File: src/rtl/sit_pkg.sv
package sit_pkg;

  localparam int DEPTH    = 32;
  localparam int KEY_BITS = 16;
  localparam int ID_BITS  = 16;
  localparam int IDX_BITS = $clog2(DEPTH);
  localparam int CNT_BITS = $clog2(DEPTH + 1);
  localparam int POS_BITS = 6;

  typedef enum logic {
    CMD_INSERT = 1'b0,
    CMD_REMOVE = 1'b1
  } cmd_e;

  typedef enum logic [1:0] {
    ST_OK        = 2'd0,
    ST_FULL      = 2'd1,
    ST_NOT_FOUND = 2'd2,
    ST_ZERO_KEY  = 2'd3
  } status_e;

  typedef struct packed {
    logic load;
    logic reject;
    logic compare;
    logic apply;
  } sit_ctl_t;

  typedef struct packed {
    logic rejected;
  } sit_sts_t;

endpackage

File: src/rtl/sit_ctrl.sv
module sit_ctrl (
  input  logic              clk_i,
  input  logic              rst_ni,
  input  logic              in_valid_i,
  output logic              in_ready_o,
  output logic              out_valid_o,
  input  logic              out_ready_i,
  input  sit_pkg::sit_sts_t sts_i,
  output sit_pkg::sit_ctl_t ctl_o
);
  import sit_pkg::*;

  localparam logic [1:0] S_IDLE = 2'd0;
  localparam logic [1:0] S_CHK  = 2'd1;
  localparam logic [1:0] S_EXEC = 2'd2;
  localparam logic [1:0] S_RESP = 2'd3;

  logic [1:0] state_q, state_d;

  always_comb begin
    state_d = state_q;
    ctl_o   = '0;
    unique case (state_q)
      S_IDLE: begin
        if (in_valid_i) begin
          ctl_o.load = 1'b1;
          state_d    = S_CHK;
        end
      end
      S_CHK: begin
        if (sts_i.rejected) begin
          ctl_o.reject = 1'b1;
          state_d      = S_RESP;
        end else begin
          ctl_o.compare = 1'b1;
          state_d       = S_EXEC;
        end
      end
      S_EXEC: begin
        ctl_o.apply = 1'b1;
        state_d     = S_RESP;
      end
      S_RESP: begin
        if (out_ready_i) begin
          state_d = S_IDLE;
        end
      end
      default: state_d = S_IDLE;
    endcase
  end

  always_ff @(posedge clk_i or negedge rst_ni) begin
    if (!rst_ni) begin
      state_q <= S_IDLE;
    end else begin
      state_q <= state_d;
    end
  end

  assign in_ready_o  = (state_q == S_IDLE);
  assign out_valid_o = (state_q == S_RESP);

endmodule

File: src/rtl/sit_datapath.sv
module sit_datapath (
  input  logic                            clk_i,
  input  logic                            rst_ni,
  input  sit_pkg::sit_ctl_t               ctl_i,
  output sit_pkg::sit_sts_t               sts_o,
  input  logic                            cmd_i,
  input  logic [sit_pkg::KEY_BITS-1:0]    size_key_i,
  input  logic [sit_pkg::ID_BITS-1:0]     entry_id_i,
  output logic [1:0]                      status_o,
  output logic [sit_pkg::POS_BITS-1:0]    position_o,
  output logic [sit_pkg::POS_BITS-1:0]    count_o
);
  import sit_pkg::*;

  logic                req_cmd_q;
  logic [KEY_BITS-1:0] req_key_q;
  logic [ID_BITS-1:0]  req_id_q;

  logic [KEY_BITS-1:0] key_q [DEPTH];
  logic [ID_BITS-1:0]  id_q  [DEPTH];
  logic [CNT_BITS-1:0] cnt_q;
  logic [DEPTH-1:0]    hit_q;

  status_e             res_status_q;
  logic [IDX_BITS-1:0] res_pos_q;

  logic [DEPTH-1:0]    hit_d;
  logic [DEPTH-1:0]    pre;
  logic [DEPTH-1:0]    first;
  logic [IDX_BITS-1:0] pos;
  logic                found;
  logic                is_ins;

  assign is_ins = (req_cmd_q == CMD_INSERT);
  assign sts_o.rejected = is_ins && ((req_key_q == '0) || (cnt_q == CNT_BITS'(DEPTH)));

  // insert: slots at or after the first larger key (or the first free slot)
  // remove: occupied slots whose id matches
  always_comb begin
    for (int i = 0; i < DEPTH; i++) begin
      if (is_ins) begin
        hit_d[i] = ((CNT_BITS'(i) < cnt_q) && (req_key_q < key_q[i]))
                   || (CNT_BITS'(i) == cnt_q);
      end else begin
        hit_d[i] = (CNT_BITS'(i) < cnt_q) && (id_q[i] == req_id_q);
      end
    end
  end

  always_comb begin
    pre[0]   = hit_q[0];
    first[0] = hit_q[0];
    for (int i = 1; i < DEPTH; i++) begin
      pre[i]   = pre[i-1] | hit_q[i];
      first[i] = hit_q[i] & ~pre[i-1];
    end
    pos = '0;
    for (int i = 0; i < DEPTH; i++) begin
      pos = pos | (first[i] ? IDX_BITS'(i) : '0);
    end
    found = pre[DEPTH-1];
  end

  always_ff @(posedge clk_i) begin
    if (ctl_i.load) begin
      req_cmd_q <= cmd_i;
      req_key_q <= size_key_i;
      req_id_q  <= entry_id_i;
    end
    if (ctl_i.compare) begin
      hit_q <= hit_d;
    end
  end

  always_ff @(posedge clk_i or negedge rst_ni) begin
    if (!rst_ni) begin
      for (int i = 0; i < DEPTH; i++) begin
        key_q[i] <= '0;
        id_q[i]  <= '0;
      end
      cnt_q        <= '0;
      res_status_q <= ST_OK;
      res_pos_q    <= '0;
    end else if (ctl_i.reject) begin
      res_status_q <= (req_key_q == '0) ? ST_ZERO_KEY : ST_FULL;
      res_pos_q    <= '0;
    end else if (ctl_i.apply) begin
      if (!found) begin
        res_status_q <= ST_NOT_FOUND;
        res_pos_q    <= '0;
      end else begin
        res_status_q <= ST_OK;
        res_pos_q    <= pos;
        if (is_ins) begin
          cnt_q <= cnt_q + 1'b1;
          if (pre[0]) begin
            key_q[0] <= req_key_q;
            id_q[0]  <= req_id_q;
          end
          for (int i = 1; i < DEPTH; i++) begin
            if (first[i]) begin
              key_q[i] <= req_key_q;
              id_q[i]  <= req_id_q;
            end else if (pre[i]) begin
              key_q[i] <= key_q[i-1];
              id_q[i]  <= id_q[i-1];
            end
          end
        end else begin
          cnt_q <= cnt_q - 1'b1;
          for (int i = 0; i < DEPTH - 1; i++) begin
            if (pre[i]) begin
              key_q[i] <= key_q[i+1];
              id_q[i]  <= id_q[i+1];
            end
          end
          if (pre[DEPTH-1]) begin
            key_q[DEPTH-1] <= '0;
            id_q[DEPTH-1]  <= '0;
          end
        end
      end
    end
  end

  assign status_o   = res_status_q;
  assign position_o = POS_BITS'(res_pos_q);
  assign count_o    = POS_BITS'(cnt_q);

endmodule

File: src/rtl/sorted_insert_remove_table.sv
// Sorted table of up to DEPTH (key, id) entries kept in ascending key order;
// equal keys keep arrival order. cmd 0 inserts, cmd 1 removes the lowest slot
// holding the id. One request is handled at a time. A request that searches
// the table raises the result valid after the latch, the registered per-slot
// compare and the shift of all slots; a zero-key or full-table reject raises
// it after the latch and the reject check. A new request is taken the cycle
// after the result is accepted. Every result carries status, position (0
// unless ok) and the count after the operation. The table is empty after
// reset with no clearing pass.
module sorted_insert_remove_table (
  input  logic                         clk_i,
  input  logic                         rst_ni,
  input  logic                         in_valid_i,
  output logic                         in_ready_o,
  input  logic                         cmd_i,
  input  logic [sit_pkg::KEY_BITS-1:0] size_key_i,
  input  logic [sit_pkg::ID_BITS-1:0]  entry_id_i,
  output logic                         out_valid_o,
  input  logic                         out_ready_i,
  output logic [1:0]                   status_o,
  output logic [sit_pkg::POS_BITS-1:0] position_o,
  output logic [sit_pkg::POS_BITS-1:0] count_o
);
  import sit_pkg::*;

  sit_ctl_t ctl;
  sit_sts_t sts;

  sit_ctrl u_ctrl (
    .clk_i       (clk_i),
    .rst_ni      (rst_ni),
    .in_valid_i  (in_valid_i),
    .in_ready_o  (in_ready_o),
    .out_valid_o (out_valid_o),
    .out_ready_i (out_ready_i),
    .sts_i       (sts),
    .ctl_o       (ctl)
  );

  sit_datapath u_dp (
    .clk_i      (clk_i),
    .rst_ni     (rst_ni),
    .ctl_i      (ctl),
    .sts_o      (sts),
    .cmd_i      (cmd_i),
    .size_key_i (size_key_i),
    .entry_id_i (entry_id_i),
    .status_o   (status_o),
    .position_o (position_o),
    .count_o    (count_o)
  );

  a_pos_zero_on_error: assert property (@(posedge clk_i) disable iff (!rst_ni)
    (out_valid_o && (status_o != ST_OK)) |-> (position_o == '0))
    else $error("position not zero on failed request");

  a_no_overlap: assert property (@(posedge clk_i) disable iff (!rst_ni)
    !(in_ready_o && out_valid_o))
    else $error("input ready while result pending");

  a_count_step: assert property (@(posedge clk_i) disable iff (!rst_ni)
    (in_valid_i && in_ready_o) |=> ($stable(count_o) && !out_valid_o))
    else $error("count changed on request acceptance");

  a_result_once: assert property (@(posedge clk_i) disable iff (!rst_ni)
    (out_valid_o && out_ready_i) |=> !out_valid_o)
    else $error("result repeated");

endmodule
File: config.mk
export PLATFORM = sky130hd
export DESIGN_NAME = sorted_insert_remove_table
export DESIGN_NICKNAME = d
export VERILOG_FILES = /design/src/rtl/sit_pkg.sv /design/src/rtl/sit_ctrl.sv /design/src/rtl/sit_datapath.sv /design/src/rtl/sorted_insert_remove_table.sv
export SDC_FILE = /design/constraint.sdc
export NUM_CORES = 2
export LEC_CHECK = 0
export BUFFER_PORTS_ARGS = -buffer_cell sky130_fd_sc_hd__buf_2
export CORE_ASPECT_RATIO = 1.5
export CORE_MARGIN = 4
export CORE_UTILIZATION = 40
export DETAILED_ROUTE_END_ITERATION = 8
export GPL_ROUTABILITY_DRIVEN = 1
export PLACE_DENSITY = 0.55
export SETUP_SLACK_MARGIN = 0.3
export SYNTH_ARGS = -nofsm -noshare
export SYNTH_HDL_FRONTEND = slang
export SYNTH_SLANG_ARGS = --single-unit
File: constraint.sdc
create_clock -name clk_i -period 3.88 [get_ports clk_i]
set_clock_uncertainty 0.2 [all_clocks]
set_input_delay 0.194 -clock clk_i [delete_from_list [all_inputs] [get_ports clk_i]]
set_output_delay 0.194 -clock clk_i [all_outputs]
set_load 0.02 [all_outputs]
# Word-level counts from Yosys, hierarchy flattened
# Cells that the tools add are included.
# totals
ff_bits	1104
inputBits	37
out_inout_bits	16
word_cells	796
# op_classes
add_sub_neg	2
n_lt_le_gt_ge	64
eq_ne	99
mux	269
bitwise	125
reduce_logical	165
# op_table
operator	count
$mux 16	186
$mux 512	2
$eq 16x16->1	32
$lt 16x16->1	32
$or 5x5->5	30
$reduce_and 5->1	30
$eq 5x6->1 const A	16
$lt 5x6->1 const A	16
$mux 5	19
$logic_and 1x1->1	65
$ne 2x2->1 const B	31
$reduce_bool 2->1	31
$eq 4x6->1 const A	8
$lt 4x6->1 const A	8
$mux 1	39
$logic_or 1x1->1	33
$not 1->1	33
$mux 4	8
$and 1x1->1	31
$or 1x1->1	31
$eq 3x6->1 const A	4
$lt 3x6->1 const A	4
$mux 2	9
$logic_not 16->1	1
18 further kinds	25

# Logic depth before layout (Yosys ltp)
# logic_depth
word_depth	37
mapped_depth	11
ltp_nobuf	8

# Modules after synthesis
# Synthesis repeated with hierarchy kept, for this count alone.
# unflattened
hier_cells	8712
area_unflattened_um2	79897.9
# by_module_without_submodules
module	n_inst	cells_per_inst	area_per_inst_um2	seq_area_each_um2
sit_datapath	1	8693	79703.9	27901.8
sit_ctrl	1	19	193.9	50.0

# Worst setup path after synthesis
# Ideal clock, no wire load.
# synth_path
kind	register -> register
start	reg u_dp.cnt_q[1] (netlist: u_dp.count_o[1])
end	reg u_dp.hit_q[0], enable pin
setup_ns	0.421
arrival_time_ns	2.782
path_slack_ns	0.477
stages_incl_launch_ff	8
n_path_buf	1
period_less_slack_ns	3.403
path_cell_list	dfrtp_1 clkbuf_1 inv_1 ha_1 nor3b_1 nand3b_1 a21oi_1 nor2_1
# synth_rtl
item	line	text
start, declared	sit_datapath.sv:21	logic [CNT_BITS-1:0] cnt_q;
start signal, assigned	sit_datapath.sv:95	cnt_q <= cnt_q + 1'b1;
start signal, assigned	sit_datapath.sv:110	cnt_q <= cnt_q - 1'b1;
end signal, assigned	sit_datapath.sv:71	hit_q <= hit_d;
end, declared	sit_datapath.sv:22	logic [DEPTH-1:0] hit_q;

# Final worst setup path
# layout_path
start	reg u_dp.hit_q[1]
end	reg u_dp.key_q[226] (netlist bit)
# layout_between
elab_chain_cells	32
word_cells_on_any_way	38
classes_between	eq/ne (1); mux (2); bitwise (33); reduce/logical (2)
# layout_lines
item	line	text
$or 1x1->1 (*) (16 in series)	sit_datapath.sv:54	pre[i] = pre[i-1] | hit_q[i];
$or 1x1->1 (15 in series)	sit_datapath.sv:54	
$reduce_and 5->1 (no source line)	n/a	
end signal, assigned by index	sit_datapath.sv:102	key_q[i] <= req_key_q;
end signal, assigned by index	sit_datapath.sv:105	key_q[i] <= key_q[i-1];
end signal, assigned by index	sit_datapath.sv:113	key_q[i] <= key_q[i+1];
end, declared	sit_datapath.sv:19	logic [KEY_BITS-1:0] key_q [DEPTH];
# Mark *: on every way between the ends. The rest lies on a longest branch, timed or not.
# A chain may end at the register's enable or synchronous reset.

==> results.toml <==
[job]
max-cap-violations = 0

[timing]
setup_tns_ns = 0
layout_min_cycle_time_ns = 3.50
worst_pin_slew_ns = 1.37
max_slew_margin_pct = 8.45
hold_viol_final = 0
slew_violations = 0
setup-violations-final = 0
fin_crit_sh_pct = 90.1
fmax_ghz = 0.286
rsz0062_at_grt = "no"

[pwr]
swShare_pct = 44.2
clockPowerShare_pct = 22.2
p_comb_share_pct = 43.5
ir_drop_mv = 0.557
seqPwrFrac_pct = 34.4
intPower_w = 0.0302
p_switching_w = 0.0239
power_density_mw_per_mm2 = 608
p_leak_nw = 40.2

[setup_path]
r2r_end = "u_dp.key_q[226]$_DFFE_PN0P_"
critPathRequiredTime_ns = 4.30
crit_end = "u_dp.key_q[226]$_DFFE_PN0P_"
crit_cells = 8
cp_slowest_cell = "or4_1"
max_stage_delay_ns = 0.55
startpoint = "u_dp.hit_q[1]$_DFFE_PP_"
crit_path_start_kind = "flip-flop"
r2r_slack_ns = 0.38
cp_top_family = "simple AND/OR/NAND/NOR gates"
crit_buf_inv = 3
worst-setup-path-type = "flip-flop to flip-flop"
worst-path-max-fanout = 32
crit_path_end_kind = "flip-flop"
r2r_cells = 8
cp_common_cell = "buf_4"
r2r_start = "u_dp.hit_q[1]$_DFFE_PP_"
arrival_ns = 3.91
cp_cell_sequence = "buf_4 -> or4_1 -> nor3_2 -> buf_4 -> nand2_1 -> o31ai_4 -> buf_4 -> mux2_2"

[global_routing]
grt_max_degree = 160
antenna_found_initial = 5
grt_pass1_vias = 68723
grt_usage_pct = 27.7
grt_pass1_wl_mm = 440
grt.overflow.total = 0

[placed_design]
dp.cells = 11257
gp_congestion = 0.921
numPortBuffers = 51
post-dp-hpwl_mm = 213

[synthesis]
synth_fp_nets = 9464
synth_ff_type = "dfrtp_1"
synth_edf_count = 65
async_reset_ff_share_pct = 94.1
synth_area_mm2 = 0.0794
synth_seq_cells = 1104
synth_cell_types = 73
ys_warn_count = 0
yosysSeqAreaShare_pct = 35.2
synth_area_per_cell_um2 = 8.88
syn_inst = 8938

[detailed_routing]
firstDrtPassIters = 7
wl_mm = 292
vias = 67307
viasPerCell = 5.83
wire_per_inst_um = 25.3
postRouteAntennaNets = 0
drt_iter0_drc = 4976
drc = 0

[run_status]
status = "finished, final reports clean"

[final_layout]
mostFrequentLayoutCell = "nand2_1"
fillers = 19376
fin_nets = 9346
fin_cells = 11547
syn2layout_area_growth_pct = 12.1
final_cell_mix = "1275 x nand2_1, 1039 x dfrtp_1, 940 x o21ai_0, 882 x mux2i_1, 610 x a21oi_1"
drive_gt1_share_pct = 13.6

[floorplan]
die_y_um = 554
die_w_um = 372
fp.dieArea_mm2 = 0.206
start_util_pct = 40.1
rows = 200
io_pins = 53
coreArea_mm2 = 0.198

[clock_network]
numCtsBuffers = 116
cts_htree_levels = 3
cts_sinks = 1104
cts-root-buf = "clkbuf_16"
insertion_delay_ns = 0.76
cts_tree = "yes"
clk_path_buf_depth = 3
clk_pin_slew_ns = 0.06

[worst_hold_path]
holdCritPathClass = "primary input to flip-flop"
## timing repair
item	CTS	global route
setup endpoints to repair	2	1
hold buffers	69	0
setup buffers	2	0
endpoints found under the hold margin	655	0
resized for setup	0	1
## state kept, by name, indices dropped and copies added (netlist names)
name and cells:
u_ctrl.state_q 2, u_dp.req_key_q 16, u_dp.req_id_q 16, u_dp.id_q 512, u_dp.req_cmd_q 1, u_dp.count_o 6, u_dp.key_q 512, u_dp.hit_q 32
u_dp.status_o 2, u_dp.res_pos_q 5
## synthesized netlist by cell type, types with 7 or more instances
| cell type | count | area share, % |
|---|---|---|
| nand2_1 | 1279 | 6.0 |
| dfrtp_1 | 1039 | 33 |
| o21ai_0 | 944 | 6.0 |
| mux2i_1 | 882 | 11 |
| a21oi_1 | 610 | 3.8 |
| mux2_2 | 560 | 7.9 |
| inv_1 | 503 | 2.4 |
| clkbuf_1 | 500 | 2.4 |
| ha_1 | 489 | 7.7 |
| nor2_1 | 324 | 1.5 |
| xnor2_1 | 288 | 3.2 |
| xor2_1 | 230 | 2.5 |
| nand4_1 | 142 | 1.1 |
| buf_1 | 129 | 0.61 |
| a21o_1 | 108 | 1.0 |
| nor4_1 | 102 | 0.80 |
| nand3_1 | 84 | 0.53 |
| o221ai_1 | 67 | 0.74 |
| edfxtp_1 | 65 | 2.5 |
| buf_2 | 59 | 0.37 |
| nor3_1 | 45 | 0.28 |
| o211ai_1 | 44 | 0.42 |
| nand2b_1 | 42 | 0.33 |
| nor2b_1 | 41 | 0.32 |
| o21ai_1 | 38 | 0.24 |
| a22o_1 | 31 | 0.34 |
| a2111oi_0 | 28 | 0.31 |
| a211oi_1 | 25 | 0.24 |
| and2_1 | 22 | 0.17 |
| o2111ai_1 | 18 | 0.20 |
| a32o_1 | 15 | 0.19 |
| and4_1 | 15 | 0.17 |
| or4_1 | 15 | 0.14 |
| a31oi_1 | 14 | 0.11 |
| o21a_1 | 14 | 0.13 |
| o31ai_1 | 12 | 0.11 |
| or3_1 | 12 | 0.095 |
| buf_4 | 11 | 0.10 |
| a211o_1 | 8 | 0.088 |
| buf_6 | 7 | 0.099 |
| nand3b_1 | 7 | 0.066 |
## metal layers
layer,up-vias,routed length [um],share of wire (%),global-route usage [%]
met1,33552,110000,38,31.2
met5,-,13,0.0044,0
met4,2,23900,8.2,19.2
li1,31001,-,-,-
met2,1868,147000,50,48.8
met3,884,11200,3.8,3.21
## kinds of logic after synthesis
kind of cell | after synthesis | synth area share (%)
AOI/OAI and AO/OA | 2008 | 14.3
xor gates and xnor gates | 518 | 5.72
adders and majority gates | 489 | 7.71
buffers and inverters | 1209 | 5.93
DFF | 1104 | 35.2
muxes | 1447 | 19.1
other | 1 | 0.00473
and+or+nand+nor | 2162 | 12.0
## worst reg2reg max path, stage by stage (launching register included)
cell      delay [ns]
edfxtp_1        0.47
buf_4           0.19
or4_1           0.55
nor3_2          0.23
buf_4           0.26
nand2_1         0.31
o31ai_4         0.28
buf_4           0.44
mux2_2          0.44
## power by group through the flow
stage,clock network [W],registers (W),logic [W]
CTS,0.0122,0.0185,0.0234
global route,0.0126,0.0187,0.0259
floorplan,0,0.0167,0.0156
finish,0.0120,0.0186,0.0235
global placement,0,0.0186,0.0226
detailed placement,0,0.0187,0.0232
## how the worst min path moves through the flow
| stage | from | endpoint | slack [ns] | cells after the start |
|---|---|---|---|---|
| global route | size_key_i[12] | u_dp.req_key_q[12]$_DFFE_PP_ | 0.04 | 2 |
| global placement | rst_ni | u_dp.key_q[1]$_DFFE_PN0P_ | 0.08 | 1 |
| detailed placement | rst_ni | u_dp.key_q[1]$_DFFE_PN0P_ | 0.08 | 1 |
| CTS | size_key_i[12] | u_dp.req_key_q[12]$_DFFE_PP_ | 0.005 | 2 |
| floorplan | rst_ni | u_ctrl.state_q[0]$_DFFE_PN0P_ | -0.30 | 0 |
| finish | size_key_i[12] | u_dp.req_key_q[12]$_DFFE_PP_ | 0.03 | 2 |
## metrics by stage
stage               hold WS [ns]  utilization (%)  area [um2]  total power, W  worst slack (ns)
global placement          0.0777             42.6       84300          0.0412             0.386
finish                    0.0289             45.0       89000          0.0541             0.383
CTS                      0.00489             45.0       89000          0.0541             0.398
detailed placement        0.0791             42.6       84300          0.0419             0.339
global route              0.0354             45.0       89000          0.0573             0.279
floorplan                 -0.302                -       79400          0.0323             0.477
## layout make-up
class,instances,area [um2],area share [%]
diodes,3,7.51,0.00844
clock buffers,171,3430,3.85
clock inverters,45,533,0.599
inverters,503,1890,2.13
multi-input cells,6625,47000,52.8
flip-flops and latches,1104,28000,31.4
well taps,2626,3290,3.69
repair buffers,470,4850,5.45
Note: power is estimated with default switching activity, not from simulation.
